[src/design/sharpen_3x3_filter_top_macros.svh]
// assertion macros shared by the sharpen filter modules
// expects clk and arst_n in the scope of every use
`ifndef SHARPEN_3X3_FILTER_TOP_MACROS_SVH
`define SHARPEN_3X3_FILTER_TOP_MACROS_SVH

// same-cycle implication, off while in reset
`define SF3_ASSERT_NOW(lbl, ante, cons, msg) \
	lbl: assert property (@(posedge clk) disable iff (!arst_n) (ante) |-> (cons)) \
		else $error(msg);

// next-cycle implication, off while in reset
`define SF3_ASSERT_NEXT(lbl, ante, cons, msg) \
	lbl: assert property (@(posedge clk) disable iff (!arst_n) (ante) |=> (cons)) \
		else $error(msg);

`endif

[src/design/sf3_pkg.sv]
// shared types, constants and helpers of the 3x3 sharpen filter
// no dependencies
`timescale 1ns / 1ps

package sf3_pkg;

	// frame geometry
	localparam int MAX_WIDTH_DEF = 1024;
	localparam int MIN_SIZE      = 3;
	localparam int WIDTH_RST     = 640;
	localparam int HEIGHT_RST    = 480;
	localparam int FW_BITS       = 11;
	localparam int ROW_W         = 12;

	// configuration port
	localparam int CFG_IDX_W  = 2;
	localparam int CFG_DATA_W = 12;
	localparam logic [CFG_IDX_W-1:0] REG_FRAME_WIDTH  = 2'd0;
	localparam logic [CFG_IDX_W-1:0] REG_FRAME_HEIGHT = 2'd1;

	// pixel layout: channel 2 red, 1 green, 0 blue
	localparam int NCH  = 3;
	localparam int CH_R = 2;
	localparam int CH_G = 1;
	localparam int CH_B = 0;
	localparam int NRES = 3;

	typedef logic [NCH-1:0][7:0] pix_t;
	// one window column: 0 row y-2, 1 row y-1, 2 row y
	typedef pix_t [2:0] col3_t;

	localparam logic signed [12:0] PIX_MAX = 13'sd255;

	// clamp a signed kernel sum to the 8-bit pixel range
	function automatic logic [7:0] clamp_u8(input logic signed [12:0] v);
		logic [7:0] r;
		if (v < 13'sd0) begin
			r = 8'd0;
		end else if (v > PIX_MAX) begin
			r = 8'hff;
		end else begin
			r = v[7:0];
		end
		return r;
	endfunction

endpackage

[src/design/sf3_kernel.sv]
// 3x3 laplacian sharpen of one window, per channel, clamped to 0..255
// depends on sf3_pkg for pixel types and the clamp helper
`timescale 1ns / 1ps

module sf3_kernel (
	input  sf3_pkg::col3_t left,
	input  sf3_pkg::col3_t mid,
	input  sf3_pkg::col3_t right,
	output sf3_pkg::pix_t  sharp
);

	// channels are independent
	for (genvar ch = 0; ch < sf3_pkg::NCH; ch++) begin : g_ch
		logic        [10:0] nsum;
		logic        [11:0] c9;
		logic signed [12:0] diff;

		// sum of the eight neighbors, at most 8 * 255
		assign nsum = 11'(left[0][ch]) + 11'(left[1][ch]) + 11'(left[2][ch])
			+ 11'(mid[0][ch]) + 11'(mid[2][ch])
			+ 11'(right[0][ch]) + 11'(right[1][ch]) + 11'(right[2][ch]);

		// nine times the center as shift and add
		assign c9   = {1'b0, mid[1][ch], 3'b000} + 12'(mid[1][ch]);
		assign diff = $signed({1'b0, c9}) - $signed({2'b00, nsum});

		assign sharp[ch] = sf3_pkg::clamp_u8(diff);
	end

endmodule

[config.mk]
export PLATFORM = sky130hd
export DESIGN_NAME = sf3_kernel
export DESIGN_NICKNAME = d
export VERILOG_FILES = /design/src/design/sharpen_3x3_filter_top_macros.svh /design/src/design/sf3_pkg.sv /design/src/design/sf3_kernel.sv
export SDC_FILE = /design/constraint.sdc
export NUM_CORES = 1
export LEC_CHECK = 0
export BUFFER_PORTS_ARGS = -buffer_cell sky130_fd_sc_hd__buf_2
export CORE_ASPECT_RATIO = 0.7
export CORE_UTILIZATION = 50
export DETAILED_ROUTE_END_ITERATION = 10
export GPL_TIMING_DRIVEN = 0
export PLACE_DENSITY_LB_ADDON = 0.15
export SLEW_MARGIN = 20
export SYNTH_ARGS = -nofsm -noshare
export SYNTH_HDL_FRONTEND = slang
export SYNTH_SLANG_ARGS = --single-unit
export TNS_END_PERCENT = 5
[constraint.sdc]
create_clock -name vclk -period 9.85
set_clock_uncertainty 0.1 [all_clocks]
set_input_delay 1.4775 -clock vclk [all_inputs]
set_output_delay 1.4775 -clock vclk [all_outputs]
set_load 0.03 [all_outputs]
==> flow_metrics.tcl <==
set metrics [dict create \
    status "complete, no violations" \
    grt_max_degree 12 \
    post_drt_wl_per_cell_um 11.3 \
    wl_mm 13.4 \
    pin_count 240 \
    synth_area_mm2 0.00715 \
    drcViolationCount 0 \
    clkbuf_count 0 \
    fin_crit_sh_pct 82.6 \
    fin_ws_ns 1.71 \
    max_clock_freq_mhz 123 \
    die_x_um 145 \
    path_class "input port to output port" \
    postCtsSetupRepairBufs 0 \
    hold_path.class "input port to output port" \
    io_buffers 240 \
    setup_violations 0 \
    die_y_um 102 \
    track_usage_pct 19.1 \
    final_net_count 1470 \
    synth_fa_ha_area_share_pct 64.1 \
    dp_hpwl_mm 13.0 \
    slew_violations 0 \
    cp-end-kind "output port" \
    startpoint_type "input port" \
    grt_pass1_vias 5424 \
    synth-seq-area-share_pct 0 \
    maxCapViolCount 0 \
    gp_congestion 0.837 \
    synth_top_family_by_area "adder cells" \
    worst_pin_slew_ns 0.646 \
    dp.cells 1187 \
    dieArea_mm2 0.0148 \
    tns_ns 0 \
    synth_compound_area_share_pct 11.6 \
    dr.pass1.iters 4 \
    dr_total_vias 5492 \
    diodes 0 \
    slew_headroom_pct 56.7 \
    drive_gt1_share_pct 25.4 \
    vias_per_cell 4.63 \
    cts_hold_buf 0 \
    rows 36 \
    grt_pass1_wl_mm 23.7 \
    hold_violations 0 \
    hold_depth 4 \
    postSynthAreaPerCell_um2 9.45 \
    fin_cells 1187 \
    yosysUniqueCellTypes 55 \
    ant_nets 0 \
    rsz0062_at_grt "no" \
    synth_cells 757 \
    synthXorXnorAreaFrac_pct 3.78 \
    synth_warnings 0 \
    syn2layout_area_growth_pct 20.1 \
    place_ws_ns 1.75 \
    seq_cells 0 \
    crit_arrival_ns 6.56 \
    core_mm2 0.0139 \
    regArea_um2 0 \
    synthSimpleGateAreaFrac_pct 5.07 \
    grt_overflow_total 0 \
    fill_cells 1251 \
    fin_crit_ns 8.14 \
    cts_resized 0 \
    synth_mux_area_share_pct 0.577 \
    cp.required_ns 8.27 \
    first_iter_violations 147 \
    syn-num-nets 1228 \
    start_util_pct 51.4 \
    antenna_found_initial 0 \
    cp_max_fo 8 \
]
## layout by cell type (no fill, tap or decap), types with 2 or more instances in the layout
master    synthesis  final
nand2_1          12     12
o21bai_1          2      2
o211ai_1          5      5
nand2b_1          4      4
a221oi_1          2      2
xnor2_1          19     19
inv_1           275    275
mux2i_1           3      3
a21o_1           15     15
buf_2             0    240
o221ai_1          2      2
nor2b_1           3      3
a211oi_1          9      9
fa_1            186    186
nand4_1           2      2
nor3_1            5      5
a311o_1           2      2
o21a_1           10     10
and3_1            2      2
a221oi_2          2      2
o21ai_1           4      4
and2_1            2      2
xor2_1           10     10
nand3_1           8      8
a21oi_1          41     41
o22ai_1           2      2
ha_1             69     69
clkbuf_1          7      7
nor4_4            2      2
o21ai_0          10     10
nor2_1           17     17
## through the flow
| step | hold WS (ns) | util, % | area [µm²] |
|---|---|---|---|
| floorplan | 3.14 | - | 7150 |
| global placement | 3.45 | 61.7 | 8590 |
| detailed placement | 3.45 | 61.7 | 8590 |
| CTS | 3.46 | 61.7 | 8590 |
| global route | 3.50 | 61.7 | 8590 |
| finish | 3.45 | 61.7 | 8590 |
## synth_stat cells (all sizes together), types with 4 or more instances
cell    instances  area share [%]
a211oi          9            0.94
a21o           16             1.7
a21oi          41             2.9
a221oi          4            0.66
clkbuf          7            0.37
fa            186              52
ha             69              12
inv           275              14
nand2          12            0.63
nand2b          4            0.35
nand3           8            0.56
nor2           17            0.89
nor3            5            0.35
o211ai          5            0.52
o21a           10             1.0
o21ai          14            0.98
xnor2          20             2.6
xor2           10             1.2
## layer usage
layer,part of all wire (%),global-route usage [%],up-vias
met5,0,0,-
met4,0,0.327,0
met3,4.3,1.34,0
met2,46,31.7,126
met1,50,29.2,2626
li1,-,-,2740
## path summary, 6_finish.rpt
check | startpoint | end | slack, ns
max | mid[43] | sharp[18] | 1.71
min | mid[40] | sharp[16] | 3.45
## layout make-up
class	instances	area (µm²)	share of cell area [%]
inverters	275	1030	12.0
plain buffers	7	26.3	0.306
well taps	190	238	2.77
repair buffers	240	1200	14.0
multi-input cells	475	6090	70.9
## worst max-delay path: stages
cell	delay (ns)
buf_2	0.14
fa_1	0.49
fa_1	0.52
inv_1	0.05
fa_1	0.53
inv_1	0.05
fa_1	0.47
inv_1	0.05
fa_1	0.47
inv_1	0.04
ha_1	0.34
and3_1	0.17
a221oi_1	0.50
o21ai_1	0.21
xnor2_2	0.19
nor4_4	0.51
a21oi_1	0.13
buf_2	0.21
## cells by family (layout without fill, tap and decap cells)
logic type | Yosys count | count (layout)
xor+xnor | 30 | 30
buf+inv | 282 | 522
simple gates | 64 | 64
compound gates | 122 | 122
mux | 4 | 4
fa+ha+maj | 255 | 255
Power is left out: the tool's default activity adds up to more than one toggle a clock period on the data nets, which glitch-free logic cannot reach.
