$ cat src/design/sharpen_3x3_filter_top_macros.svh
// assertion macros shared by the sharpen filter modules
// expects clk and arst_n in the scope of every use
`ifndef SHARPEN_3X3_FILTER_TOP_MACROS_SVH
`define SHARPEN_3X3_FILTER_TOP_MACROS_SVH

// same-cycle implication, off while in reset
`define SF3_ASSERT_NOW(lbl, ante, cons, msg) \
	lbl: assert property (@(posedge clk) disable iff (!arst_n) (ante) |-> (cons)) \
		else $error(msg);

// next-cycle implication, off while in reset
`define SF3_ASSERT_NEXT(lbl, ante, cons, msg) \
	lbl: assert property (@(posedge clk) disable iff (!arst_n) (ante) |=> (cons)) \
		else $error(msg);

`endif

$ cat src/design/sf3_pkg.sv
// shared types, constants and helpers of the 3x3 sharpen filter
// no dependencies
`timescale 1ns / 1ps

package sf3_pkg;

	// frame geometry
	localparam int MAX_WIDTH_DEF = 1024;
	localparam int MIN_SIZE      = 3;
	localparam int WIDTH_RST     = 640;
	localparam int HEIGHT_RST    = 480;
	localparam int FW_BITS       = 11;
	localparam int ROW_W         = 12;

	// configuration port
	localparam int CFG_IDX_W  = 2;
	localparam int CFG_DATA_W = 12;
	localparam logic [CFG_IDX_W-1:0] REG_FRAME_WIDTH  = 2'd0;
	localparam logic [CFG_IDX_W-1:0] REG_FRAME_HEIGHT = 2'd1;

	// pixel layout: channel 2 red, 1 green, 0 blue
	localparam int NCH  = 3;
	localparam int CH_R = 2;
	localparam int CH_G = 1;
	localparam int CH_B = 0;
	localparam int NRES = 3;

	typedef logic [NCH-1:0][7:0] pix_t;
	// one window column: 0 row y-2, 1 row y-1, 2 row y
	typedef pix_t [2:0] col3_t;

	localparam logic signed [12:0] PIX_MAX = 13'sd255;

	// clamp a signed kernel sum to the 8-bit pixel range
	function automatic logic [7:0] clamp_u8(input logic signed [12:0] v);
		logic [7:0] r;
		if (v < 13'sd0) begin
			r = 8'd0;
		end else if (v > PIX_MAX) begin
			r = 8'hff;
		end else begin
			r = v[7:0];
		end
		return r;
	endfunction

endpackage

$ cat src/design/sf3_emit.sv
// result group buffer and output register: sends up to three results per pixel
// depends on sf3_pkg and the assertion macro header
`timescale 1ns / 1ps
`include "sharpen_3x3_filter_top_macros.svh"

module sf3_emit #(
	parameter int COL_W = 10
) (
	input  logic                         clk,
	input  logic                         arst_n,
	// group from the window stage
	input  logic                         grp_valid,
	output logic                         grp_ready,
	input  logic [sf3_pkg::NRES-1:0]     grp_mask,
	input  sf3_pkg::pix_t                grp_pix [sf3_pkg::NRES],
	input  logic [COL_W-1:0]             grp_col [sf3_pkg::NRES],
	input  logic [sf3_pkg::ROW_W-1:0]    grp_row [sf3_pkg::NRES],
	// result channel
	output logic                         res_valid,
	input  logic                         res_stall,
	output sf3_pkg::pix_t                res_pix,
	output logic [COL_W-1:0]             res_col,
	output logic [sf3_pkg::ROW_W-1:0]    res_row,
	output logic                         res_last
);

	logic [sf3_pkg::NRES-1:0]  mask_s2;
	sf3_pkg::pix_t             pix_s2 [sf3_pkg::NRES];
	logic [COL_W-1:0]          col_s2 [sf3_pkg::NRES];
	logic [sf3_pkg::ROW_W-1:0] row_s2 [sf3_pkg::NRES];

	logic                      out_valid_q;
	sf3_pkg::pix_t             out_pix_q;
	logic [COL_W-1:0]          out_col_q;
	logic [sf3_pkg::ROW_W-1:0] out_row_q;
	logic                      out_last_q;

	logic [1:0]                sel;
	logic [sf3_pkg::NRES-1:0]  rest;
	logic                      out_free;
	logic                      load;

	// oldest pending result of the group goes first
	always_comb begin
		priority if (mask_s2[0]) begin
			sel = 2'd0;
		end else if (mask_s2[1]) begin
			sel = 2'd1;
		end else begin
			sel = 2'd2;
		end
	end

	assign rest      = mask_s2 & ~(sf3_pkg::NRES'(1) << sel);
	assign out_free  = !out_valid_q || !res_stall;
	assign load      = (mask_s2 != '0) && out_free;
	assign grp_ready = (mask_s2 == '0) || (load && (rest == '0));

	// group buffer
	always_ff @(posedge clk or negedge arst_n) begin
		if (!arst_n) begin
			mask_s2 <= '0;
		end else if (grp_valid && grp_ready) begin
			mask_s2 <= grp_mask;
		end else if (load) begin
			mask_s2 <= rest;
		end
	end

	always_ff @(posedge clk) begin
		if (grp_valid && grp_ready) begin
			pix_s2 <= grp_pix;
			col_s2 <= grp_col;
			row_s2 <= grp_row;
		end
	end

	// output register
	always_ff @(posedge clk or negedge arst_n) begin
		if (!arst_n) begin
			out_valid_q <= 1'b0;
		end else if (load) begin
			out_valid_q <= 1'b1;
		end else if (!res_stall) begin
			out_valid_q <= 1'b0;
		end
	end

	always_ff @(posedge clk) begin
		if (load) begin
			out_pix_q  <= pix_s2[sel];
			out_col_q  <= col_s2[sel];
			out_row_q  <= row_s2[sel];
			out_last_q <= (rest == '0);
		end
	end

	assign res_valid = out_valid_q;
	assign res_pix   = out_pix_q;
	assign res_col   = out_col_q;
	assign res_row   = out_row_q;
	assign res_last  = out_last_q;

	// checks
	`SF3_ASSERT_NOW(a_grp_nonempty, grp_valid, grp_mask != '0, "empty result group offered")
	`SF3_ASSERT_NOW(a_run_pending, out_valid_q && !out_last_q, mask_s2 != '0,
		"beat not marked last but no result pending")
	`SF3_ASSERT_NEXT(a_group_order, load && (rest != '0), !load || (sel > $past(sel)),
		"results of one group left out of order")

endmodule
$ cat config.mk
export PLATFORM = sky130hd
export DESIGN_NAME = sf3_emit
export DESIGN_NICKNAME = d
export VERILOG_FILES = /design/src/design/sf3_pkg.sv /design/src/design/sf3_emit.sv
export VERILOG_INCLUDE_DIRS = /design/src /design/src/design
export SDC_FILE = /design/constraint.sdc
export NUM_CORES = 1
export LEC_CHECK = 0
export BUFFER_PORTS_ARGS = -buffer_cell sky130_fd_sc_hd__buf_2
export CAP_MARGIN = 10
export CORE_ASPECT_RATIO = 1.1
export CORE_UTILIZATION = 54
export CTS_BUF_LIST = sky130_fd_sc_hd__clkbuf_8
export DETAILED_ROUTE_END_ITERATION = 7
export HOLD_SLACK_MARGIN = 0.05
export PLACE_DENSITY = 0.82
export SLEW_MARGIN = 20
export SYNTH_ARGS = -nofsm -noshare
export SYNTH_HDL_FRONTEND = slang
export SYNTH_SLANG_ARGS = --single-unit
$ cat constraint.sdc
create_clock -name clk -period 5.54 [get_ports clk]
set_input_delay 0.554 -clock clk [delete_from_list [all_inputs] [get_ports clk]]
set_output_delay 0.554 -clock clk [all_outputs]
set_load 0.02 [all_outputs]
==> flow_results.xml, run 1 <==
<?xml version="1.0" encoding="UTF-8"?>
<metrics>
  <group name="synthesis">
    <metric name="distinct_cell_type_count_of_the_synthesized_netlist" unit="">25</metric>
    <metric name="ys.warnings.count" unit="">0</metric>
    <metric name="synthDominantCellAreaShare" unit="%">81.71</metric>
    <metric name="ys_seq_elements" unit="">189</metric>
    <metric name="synth.yosys.seq_area_share" unit="%">83.18</metric>
    <metric name="synth_largest_area_cell" unit="">edfxtp_1</metric>
    <metric name="postSynthNetCount" unit="">520</metric>
    <metric name="synth_area_per_cell" unit="sq um">18.13</metric>
    <metric name="yosys-top-cells-area" unit="">edfxtp_1 (82%), mux2i_1 (6.8%), o21ai_0 (3.4%)</metric>
    <metric name="syn_inst" unit="">375</metric>
    <metric name="synth.cell_area" unit="sq um">6799</metric>
  </group>
  <group name="layout">
    <metric name="drive_above_1_share" unit="%">39.49</metric>
    <metric name="layout.filler_cells" unit="">834</metric>
    <metric name="multi_input_area" unit="sq um">1042</metric>
    <metric name="layout.nets" unit="">718</metric>
    <metric name="sequential_cell_area" unit="sq um">5658</metric>
    <metric name="final_common_cell" unit="">buf_2</metric>
    <metric name="final_util" unit="%">67.89</metric>
    <metric name="postLayoutCellArea" unit="sq um">8242</metric>
    <metric name="final_cell_mix" unit="">buf_2 (193), edfxtp_1 (185), nand2_1 (50)</metric>
    <metric name="post_synthesis_to_final_layout_area_growth" unit="%">21.22</metric>
  </group>
  <group name="critical_path">
    <metric name="cp_max_fo" unit="">52</metric>
    <metric name="r2r_cells" unit="">4</metric>
    <metric name="critPathCaptureType" unit="">flop</metric>
    <metric name="critPathKind" unit="">reg -&gt; reg</metric>
    <metric name="worstPathRequired" unit="ns">5.61</metric>
    <metric name="r2r-start" unit="">mask_s2[0]$_DFFE_PN0P_</metric>
    <metric name="internal_reg_to_reg_setup_slack" unit="ns">2.54</metric>
    <metric name="critPathLaunchType" unit="">flop</metric>
    <metric name="worstReg2RegEnd" unit="">row_s2[24]$_DFFE_PP_</metric>
    <metric name="arrival" unit="ns">3.07</metric>
  </group>
  <group name="sta">
    <metric name="finalCritPeriodShare" unit="%">54.18</metric>
    <metric name="timing.clock.skew" unit="ns">0.01416</metric>
    <metric name="final.min_clock_period" unit="ns">3.002</metric>
    <metric name="timing.final.setup_violations" unit="">0</metric>
    <metric name="timing_worst_slew_pin_value" unit="ns">0.9116</metric>
    <metric name="fmax" unit="MHz">333.2</metric>
    <metric name="timing.setup.tns" unit="ns">0</metric>
    <metric name="worst_slack" unit="ns">2.538</metric>
    <metric name="final-hold-violation-count" unit="">0</metric>
    <metric name="finalMaxSlewViolations" unit="">0</metric>
    <metric name="rsz0062_at_grt" unit="">false</metric>
    <metric name="relSlewSlack" unit="%">39.23</metric>
  </group>
  <group name="routing">
    <metric name="detail_route.iter0.violations" unit="">216</metric>
    <metric name="drt-pass1-iter-count" unit="">6</metric>
    <metric name="route.layer.met1.wl" unit="um">4606</metric>
    <metric name="totalWireLength" unit="um">12440</metric>
    <metric name="avgViaCountPerCell" unit="">5.070</metric>
    <metric name="route.detailed.drc" unit="">0</metric>
    <metric name="route.met3.wl" unit="um">842</metric>
    <metric name="antenna_violating_nets_left" unit="">0</metric>
    <metric name="total_number_of_vias" unit="">3757</metric>
    <metric name="met2RoutedLength" unit="um">6666</metric>
    <metric name="wire_per_inst" unit="um">16.78</metric>
    <metric name="routed.top_layer" unit="">met5</metric>
  </group>
  <group name="clocking">
    <metric name="tritoncts" unit="">done</metric>
    <metric name="cts_buffer_depth" unit="">2</metric>
    <metric name="clkSinkCount" unit="">189</metric>
    <metric name="cts.htree.levels" unit="">4</metric>
    <metric name="cts-root-buf" unit="">clkbuf_8</metric>
    <metric name="clock_edge_transition_at_the_registers_on_the_reported_setup_and_hold_paths" unit="ns">0.10</metric>
    <metric name="clock_insertion_delay_at_the_later_pin_of_the_skew_report" unit="ns">0.44</metric>
    <metric name="numCtsBuffers" unit="">17</metric>
  </group>
  <group name="placed_design">
    <metric name="post_dp_cell_area" unit="sq um">7896</metric>
    <metric name="dp_slack" unit="ns">2.545</metric>
    <metric name="routabilityCongestion" unit="">0.7620</metric>
    <metric name="placement.io_buffers" unit="">193</metric>
    <metric name="detailed_place_hpwl" unit="um">8343</metric>
  </group>
  <group name="floorplanning">
    <metric name="core_area" unit="sq um">12140</metric>
    <metric name="ios" unit="">194</metric>
    <metric name="die_width" unit="um">109.0</metric>
    <metric name="design.die.area" unit="sq um">13040</metric>
    <metric name="starting_density_of_the_core" unit="%">56.01</metric>
    <metric name="die_h" unit="um">119.7</metric>
    <metric name="core.rowCount" unit="">42</metric>
  </group>
  <group name="min_path">
    <metric name="timing.hold.worst_path_depth" unit="">1</metric>
    <metric name="holdCritPathClass" unit="">in -&gt; reg</metric>
    <metric name="worstHoldEndpoint" unit="">row_s2[33]$_DFFE_PP_</metric>
    <metric name="hold_start" unit="">grp_row[33]</metric>
  </group>
  <group name="global_routing">
    <metric name="grt_antenna_before_repair" unit="">3</metric>
    <metric name="grt.overflow.total" unit="">0</metric>
    <metric name="grt_usage" unit="%">20.48</metric>
    <metric name="grt_first_pass_wirelength" unit="um">19180</metric>
    <metric name="largest_net_degree_at_the_start_of_global_routing" unit="">59</metric>
    <metric name="grt_pass1_vias" unit="">3982</metric>
  </group>
  <group name="power_and_ir_drop">
    <metric name="final_power" unit="mW">4.350</metric>
    <metric name="cell_area_power_density" unit="nW/um^2">527.8</metric>
    <metric name="leak" unit="nW">3.174</metric>
    <metric name="peakVddDrop" unit="V">0.0002627</metric>
  </group>
  <group name="job">
    <metric name="maxCapViolations" unit="">0</metric>
  </group>
  <group name="run_status">
    <metric name="outcome" unit="">complete, no violations</metric>
  </group>
</metrics>
[through the flow]
stage               hold slack, ns  std cells
floorplan                   0.2584        375
global placement            0.3681        707
detailed placement          0.3722        707
CTS                         0.2466        739
global route                0.2402        740
finish                      0.2771        741
[worst max-delay path: stages, from the launching register on]
cell and delay (ns):
dfrtp_2 0.66, nor3_1 0.48, or3_4 0.21, and2_4 0.58, buf_4 0.64
[registers in the layout (all words and copies together), names as in the netlist, 3 cells and up]
register	count
col_s2	30
mask_s2	3
pix_s2	72
res_col	10
res_pix	24
res_row	12
row_s2	36
[synth_stat cells]
cell type  number
a211oi_1        2
a21o_1          1
a21oi_1         5
a221oi_1        1
a31oi_1         1
a32oi_1         1
and2_1          2
buf_2           7
buf_4           7
clkbuf_1        5
clkbuf_2        1
dfrtp_1         4
edfxtp_1      185
mux2i_1        46
nand2_1        50
nand3_1         1
nor2_1          2
nor2b_1         1
nor3_1          2
nor3b_1         1
o21ai_0        46
o2bb2ai_1       1
o31ai_1         1
or2_1           1
or3_4           1
[power by group]
part	total (mW)	leakage, nW	switching [mW]	internal [mW]
registers	2.36	1.81	0.155	2.21
clock network	0.770	0.165	0.462	0.308
logic	1.22	1.19	0.826	0.392
total	4.35	3.17	1.44	2.91
[logic make-up after synthesis]
kind of cell / count (synthesis) / synth area share (%)
compound gates: 59 / 4.674
flops: 189 / 83.18
mux: 46 / 6.772
simple gates: 61 / 3.736
buf+inv: 20 / 1.638
[per-layer routing]
layer / vias to the layer above / GRT usage [%]
met4: 2 / 10.14
met2: 146 / 34.98
met3: 22 / 6.084
li1: 1821 / -
met5: - / 0
met1: 1766 / 23.08
[repair_timing]
item                      4_1_cts  5_1_grt
hold buffers                    1        0
gates resized for setup         0        0
buffers inserted                0        0
hold endpoints to repair        4        0
[worst max path at each step]
stage | start | endpoint | slack (ns) | cells past startpoint
final | mask_s2[0]$_DFFE_PN0P_ | row_s2[24]$_DFFE_PP_ | 2.54 | 4
after global routing | mask_s2[0]$_DFFE_PN0P_ | row_s2[24]$_DFFE_PP_ | 2.30 | 4
after CTS | mask_s2[0]$_DFFE_PN0P_ | row_s2[12]$_DFFE_PP_ | 2.53 | 4
after detailed placement | mask_s2[0]$_DFFE_PN0P_ | col_s2[3]$_DFFE_PP_ | 2.54 | 4
after global placement | mask_s2[0]$_DFFE_PN0P_ | row_s2[12]$_DFFE_PP_ | 2.66 | 4
after floorplan | res_stall | col_s2[0]$_DFFE_PP_ | 0.69 | 4
[final cells by class]
type | count | share of cell area [%]
repair buffers | 199 | 12.30
flip-flops and latches | 189 | 68.65
diodes | 2 | 0.06073
clock inverters | 14 | 1.169
multi-input cells | 166 | 12.65
clock buffers | 17 | 2.839
well taps | 154 | 2.338
(Power assumes the default switching activity.)
==> inputs of run 2 (changes only) <==
Clock period 5.54 ns to 3.1 ns, I/O delays scaled along.
==> run 2 against run 1 <==
  * Combinational power is 94% higher
  * Non-clock buffer count rose by 138
  * Die area stayed put
  * Global-route usage is 5.7 points higher
  * Critical endpoint is now grp_ready
==> flow_results.xml, run 2 (synthesis results as in run 1) <==
<?xml version="1.0" encoding="UTF-8"?>
<metrics>
  <group name="critical_path">
    <metric name="r2r-start" unit="">mask_s2[0]$_DFFE_PN0P_</metric>
    <metric name="critPathKind" unit="">reg -&gt; out</metric>
    <metric name="worstPathRequired" unit="ns">2.79</metric>
    <metric name="r2r_cells" unit="">4</metric>
    <metric name="arrival" unit="ns">2.07</metric>
    <metric name="cp_max_fo" unit="">40</metric>
    <metric name="critPathCaptureType" unit="">output port</metric>
    <metric name="internal_reg_to_reg_setup_slack" unit="ns">0.86</metric>
    <metric name="worstReg2RegEnd" unit="">row_s2[31]$_DFFE_PP_</metric>
    <metric name="critPathLaunchType" unit="">flop</metric>
  </group>
  <group name="sta">
    <metric name="timing.clock.skew" unit="ns">0.01350</metric>
    <metric name="final-hold-violation-count" unit="">0</metric>
    <metric name="timing_worst_slew_pin_value" unit="ns">0.7432</metric>
    <metric name="fmax" unit="MHz">420.1</metric>
    <metric name="rsz0062_at_grt" unit="">false</metric>
    <metric name="relSlewSlack" unit="%">50.33</metric>
    <metric name="timing.final.setup_violations" unit="">0</metric>
    <metric name="finalCritPeriodShare" unit="%">76.78</metric>
    <metric name="timing.setup.tns" unit="ns">0</metric>
    <metric name="final.min_clock_period" unit="ns">2.380</metric>
    <metric name="finalMaxSlewViolations" unit="">0</metric>
  </group>
  <group name="floorplanning">
    <metric name="ios" unit="">194</metric>
    <metric name="starting_density_of_the_core" unit="%">56.01</metric>
    <metric name="design.die.area" unit="sq um">13040</metric>
    <metric name="core.rowCount" unit="">42</metric>
    <metric name="die_width" unit="um">109.0</metric>
    <metric name="die_h" unit="um">119.7</metric>
    <metric name="core_area" unit="sq um">12140</metric>
  </group>
  <group name="power_and_ir_drop">
    <metric name="power_spent_charging_and_discharging_nets" unit="mW">2.673</metric>
    <metric name="peakVddDrop" unit="V">0.0005846</metric>
    <metric name="power.share.switching" unit="%">33.11</metric>
    <metric name="p_seq_share" unit="%">53.4</metric>
    <metric name="combPwrFrac" unit="%">29.3</metric>
    <metric name="power.internal" unit="mW">5.400</metric>
    <metric name="leak" unit="nW">3.772</metric>
    <metric name="power.share.clock" unit="%">17.3</metric>
    <metric name="cell_area_power_density" unit="nW/um^2">836.0</metric>
    <metric name="final_power" unit="mW">8.073</metric>
  </group>
  <group name="clocking">
    <metric name="numCtsBuffers" unit="">17</metric>
    <metric name="cts-root-buf" unit="">clkbuf_8</metric>
    <metric name="clock_edge_transition_at_the_registers_on_the_reported_setup_and_hold_paths" unit="ns">0.09</metric>
    <metric name="cts.htree.levels" unit="">4</metric>
    <metric name="post_cts_buffers" unit="">0</metric>
    <metric name="cts_buffer_depth" unit="">2</metric>
    <metric name="clock_insertion_delay_at_the_later_pin_of_the_skew_report" unit="ns">0.44</metric>
    <metric name="clkSinkCount" unit="">189</metric>
    <metric name="cts_resized" unit="">0</metric>
    <metric name="tritoncts" unit="">done</metric>
  </group>
  <group name="min_path">
    <metric name="worstHoldEndpoint" unit="">mask_s2[1]$_DFFE_PN0P_</metric>
    <metric name="hold_start" unit="">grp_mask[1]</metric>
    <metric name="holdCritPathClass" unit="">in -&gt; reg</metric>
    <metric name="timing.hold.worst_path_depth" unit="">3</metric>
  </group>
  <group name="run_status">
    <metric name="outcome" unit="">complete, no violations</metric>
  </group>
  <group name="global_routing">
    <metric name="largest_net_degree_at_the_start_of_global_routing" unit="">70</metric>
    <metric name="grt_antenna_before_repair" unit="">3</metric>
    <metric name="grt.overflow.total" unit="">0</metric>
    <metric name="grt_pass1_vias" unit="">4791</metric>
    <metric name="grt_usage" unit="%">26.13</metric>
    <metric name="grt_first_pass_wirelength" unit="um">24080</metric>
  </group>
  <group name="placed_design">
    <metric name="routabilityCongestion" unit="">0.7899</metric>
    <metric name="place.detailed.instances" unit="">707</metric>
    <metric name="detailed_place_hpwl" unit="um">8789</metric>
    <metric name="placement.io_buffers" unit="">193</metric>
    <metric name="post_dp_cell_area" unit="sq um">7936</metric>
  </group>
  <group name="layout">
    <metric name="finalNonFillerCells" unit="">879</metric>
    <metric name="biggestRegsByFlops" unit="">pix_s2 x72, row_s2 x36, col_s2 x30</metric>
    <metric name="sequential_cell_area" unit="sq um">5660</metric>
    <metric name="drive_above_1_share" unit="%">31.30</metric>
    <metric name="flip_flop_count_of_the_largest_register_all_copies_and_words_added" unit="">72</metric>
    <metric name="layout.filler_cells" unit="">666</metric>
    <metric name="post_synthesis_to_final_layout_area_growth" unit="%">42.03</metric>
    <metric name="postLayoutCellArea" unit="sq um">9657</metric>
    <metric name="final_common_cell" unit="">buf_2</metric>
    <metric name="layout.nets" unit="">856</metric>
    <metric name="largest_register" unit="">pix_s2</metric>
    <metric name="final_cell_mix" unit="">buf_2 (193), edfxtp_1 (185), dlygate4sd3_1 (139)</metric>
    <metric name="multi_input_area" unit="sq um">1042</metric>
  </group>
  <group name="routing">
    <metric name="total_number_of_vias" unit="">4403</metric>
    <metric name="totalWireLength" unit="um">16090</metric>
    <metric name="route.detailed.drc" unit="">0</metric>
    <metric name="wire_per_inst" unit="um">18.31</metric>
    <metric name="avgViaCountPerCell" unit="">5.009</metric>
    <metric name="detail_route.iter0.violations" unit="">271</metric>
    <metric name="antenna_violating_nets_left" unit="">0</metric>
    <metric name="drt-pass1-iter-count" unit="">5</metric>
  </group>
  <group name="job">
    <metric name="maxCapViolations" unit="">0</metric>
  </group>
</metrics>
run 2: changes by cell type in the layout (fill, tap and decap cells not counted):
| cell | delta |
|---|---|
| bufinv_16 | +1 |
| clkinv_2 | +1 |
| dlygate4sd3_1 | +138 |
| clkinvlp_4 | -2 |
| buf_12 | +3 |
| buf_4 | -3 |
| inv_1 | +2 |
| dfrtp_4 | +1 |
| inv_6 | -4 |
| diode_2 | +1 |
| clkinv_1 | +2 |
| dfrtp_2 | -1 |
| clkinv_4 | -1 |
run 2: critical path, cell delays in order (launching register included):
cell	delay [ns]
dfrtp_2	0.78
nor3_1	0.22
or3_4	0.43
buf_2	0.19
run 2: cell type report:
type	instances	share of cell area (%)
clock buffer	17	2.423
sequential	189	58.62
multi-input combinational	166	10.79
tap	154	1.995
antenna	3	0.07774
timing repair buffer	337	25.19
clock inverter	13	0.9070
run 2: worst max path at each step:
stage	start	to
final	mask_s2[0]$_DFFE_PN0P_	grp_ready
after global routing	mask_s2[0]$_DFFE_PN0P_	grp_ready
after CTS	mask_s2[0]$_DFFE_PN0P_	grp_ready
after detailed placement	mask_s2[0]$_DFFE_PN0P_	res_pix[17]$_DFFE_PP_
after global placement	mask_s2[0]$_DFFE_PN0P_	res_pix[16]$_DFFE_PP_
after floorplan	res_valid$_DFFE_PN0P_	col_s2[0]$_DFFE_PP_
run 2: through the flow:
step                      util, %  hold WS, ns  setup WS [ns]
final                       79.55       0.1127         0.7197
after global routing        79.55      0.08423         0.6115
after CTS                   79.49      0.07820         0.7211
after detailed placement    65.38       0.1213         0.8711
after global placement      65.38       0.1198         0.9334
after floorplan                 -      0.01441         0.6071
run 2: repair_timing:
action / CTS / global route
hold buffers: 139 / 0
hold endpoints to repair: 142 / 0
setup endpoints to repair: 0 / 0
run 2: layer usage:
layer,vias to the layer above,GRT usage [%],wire length [um]
met3,42,6.410,862
met1,2091,27.48,5638
li1,2095,-,-
met2,175,46.34,8925
met5,-,0,0
met4,0,15.71,667
run 2: power groups by stage:
| stage | combinational (mW) | sequential (mW) | clock, mW |
|---|---|---|---|
| floorplan | 1.13 | 4.63 | 0 |
| global placement | 2.13 | 4.29 | 0 |
| detailed placement | 2.22 | 4.34 | 0 |
| CTS | 2.36 | 4.29 | 1.40 |
| global route | 2.56 | 4.38 | 1.51 |
| finish | 2.37 | 4.31 | 1.39 |
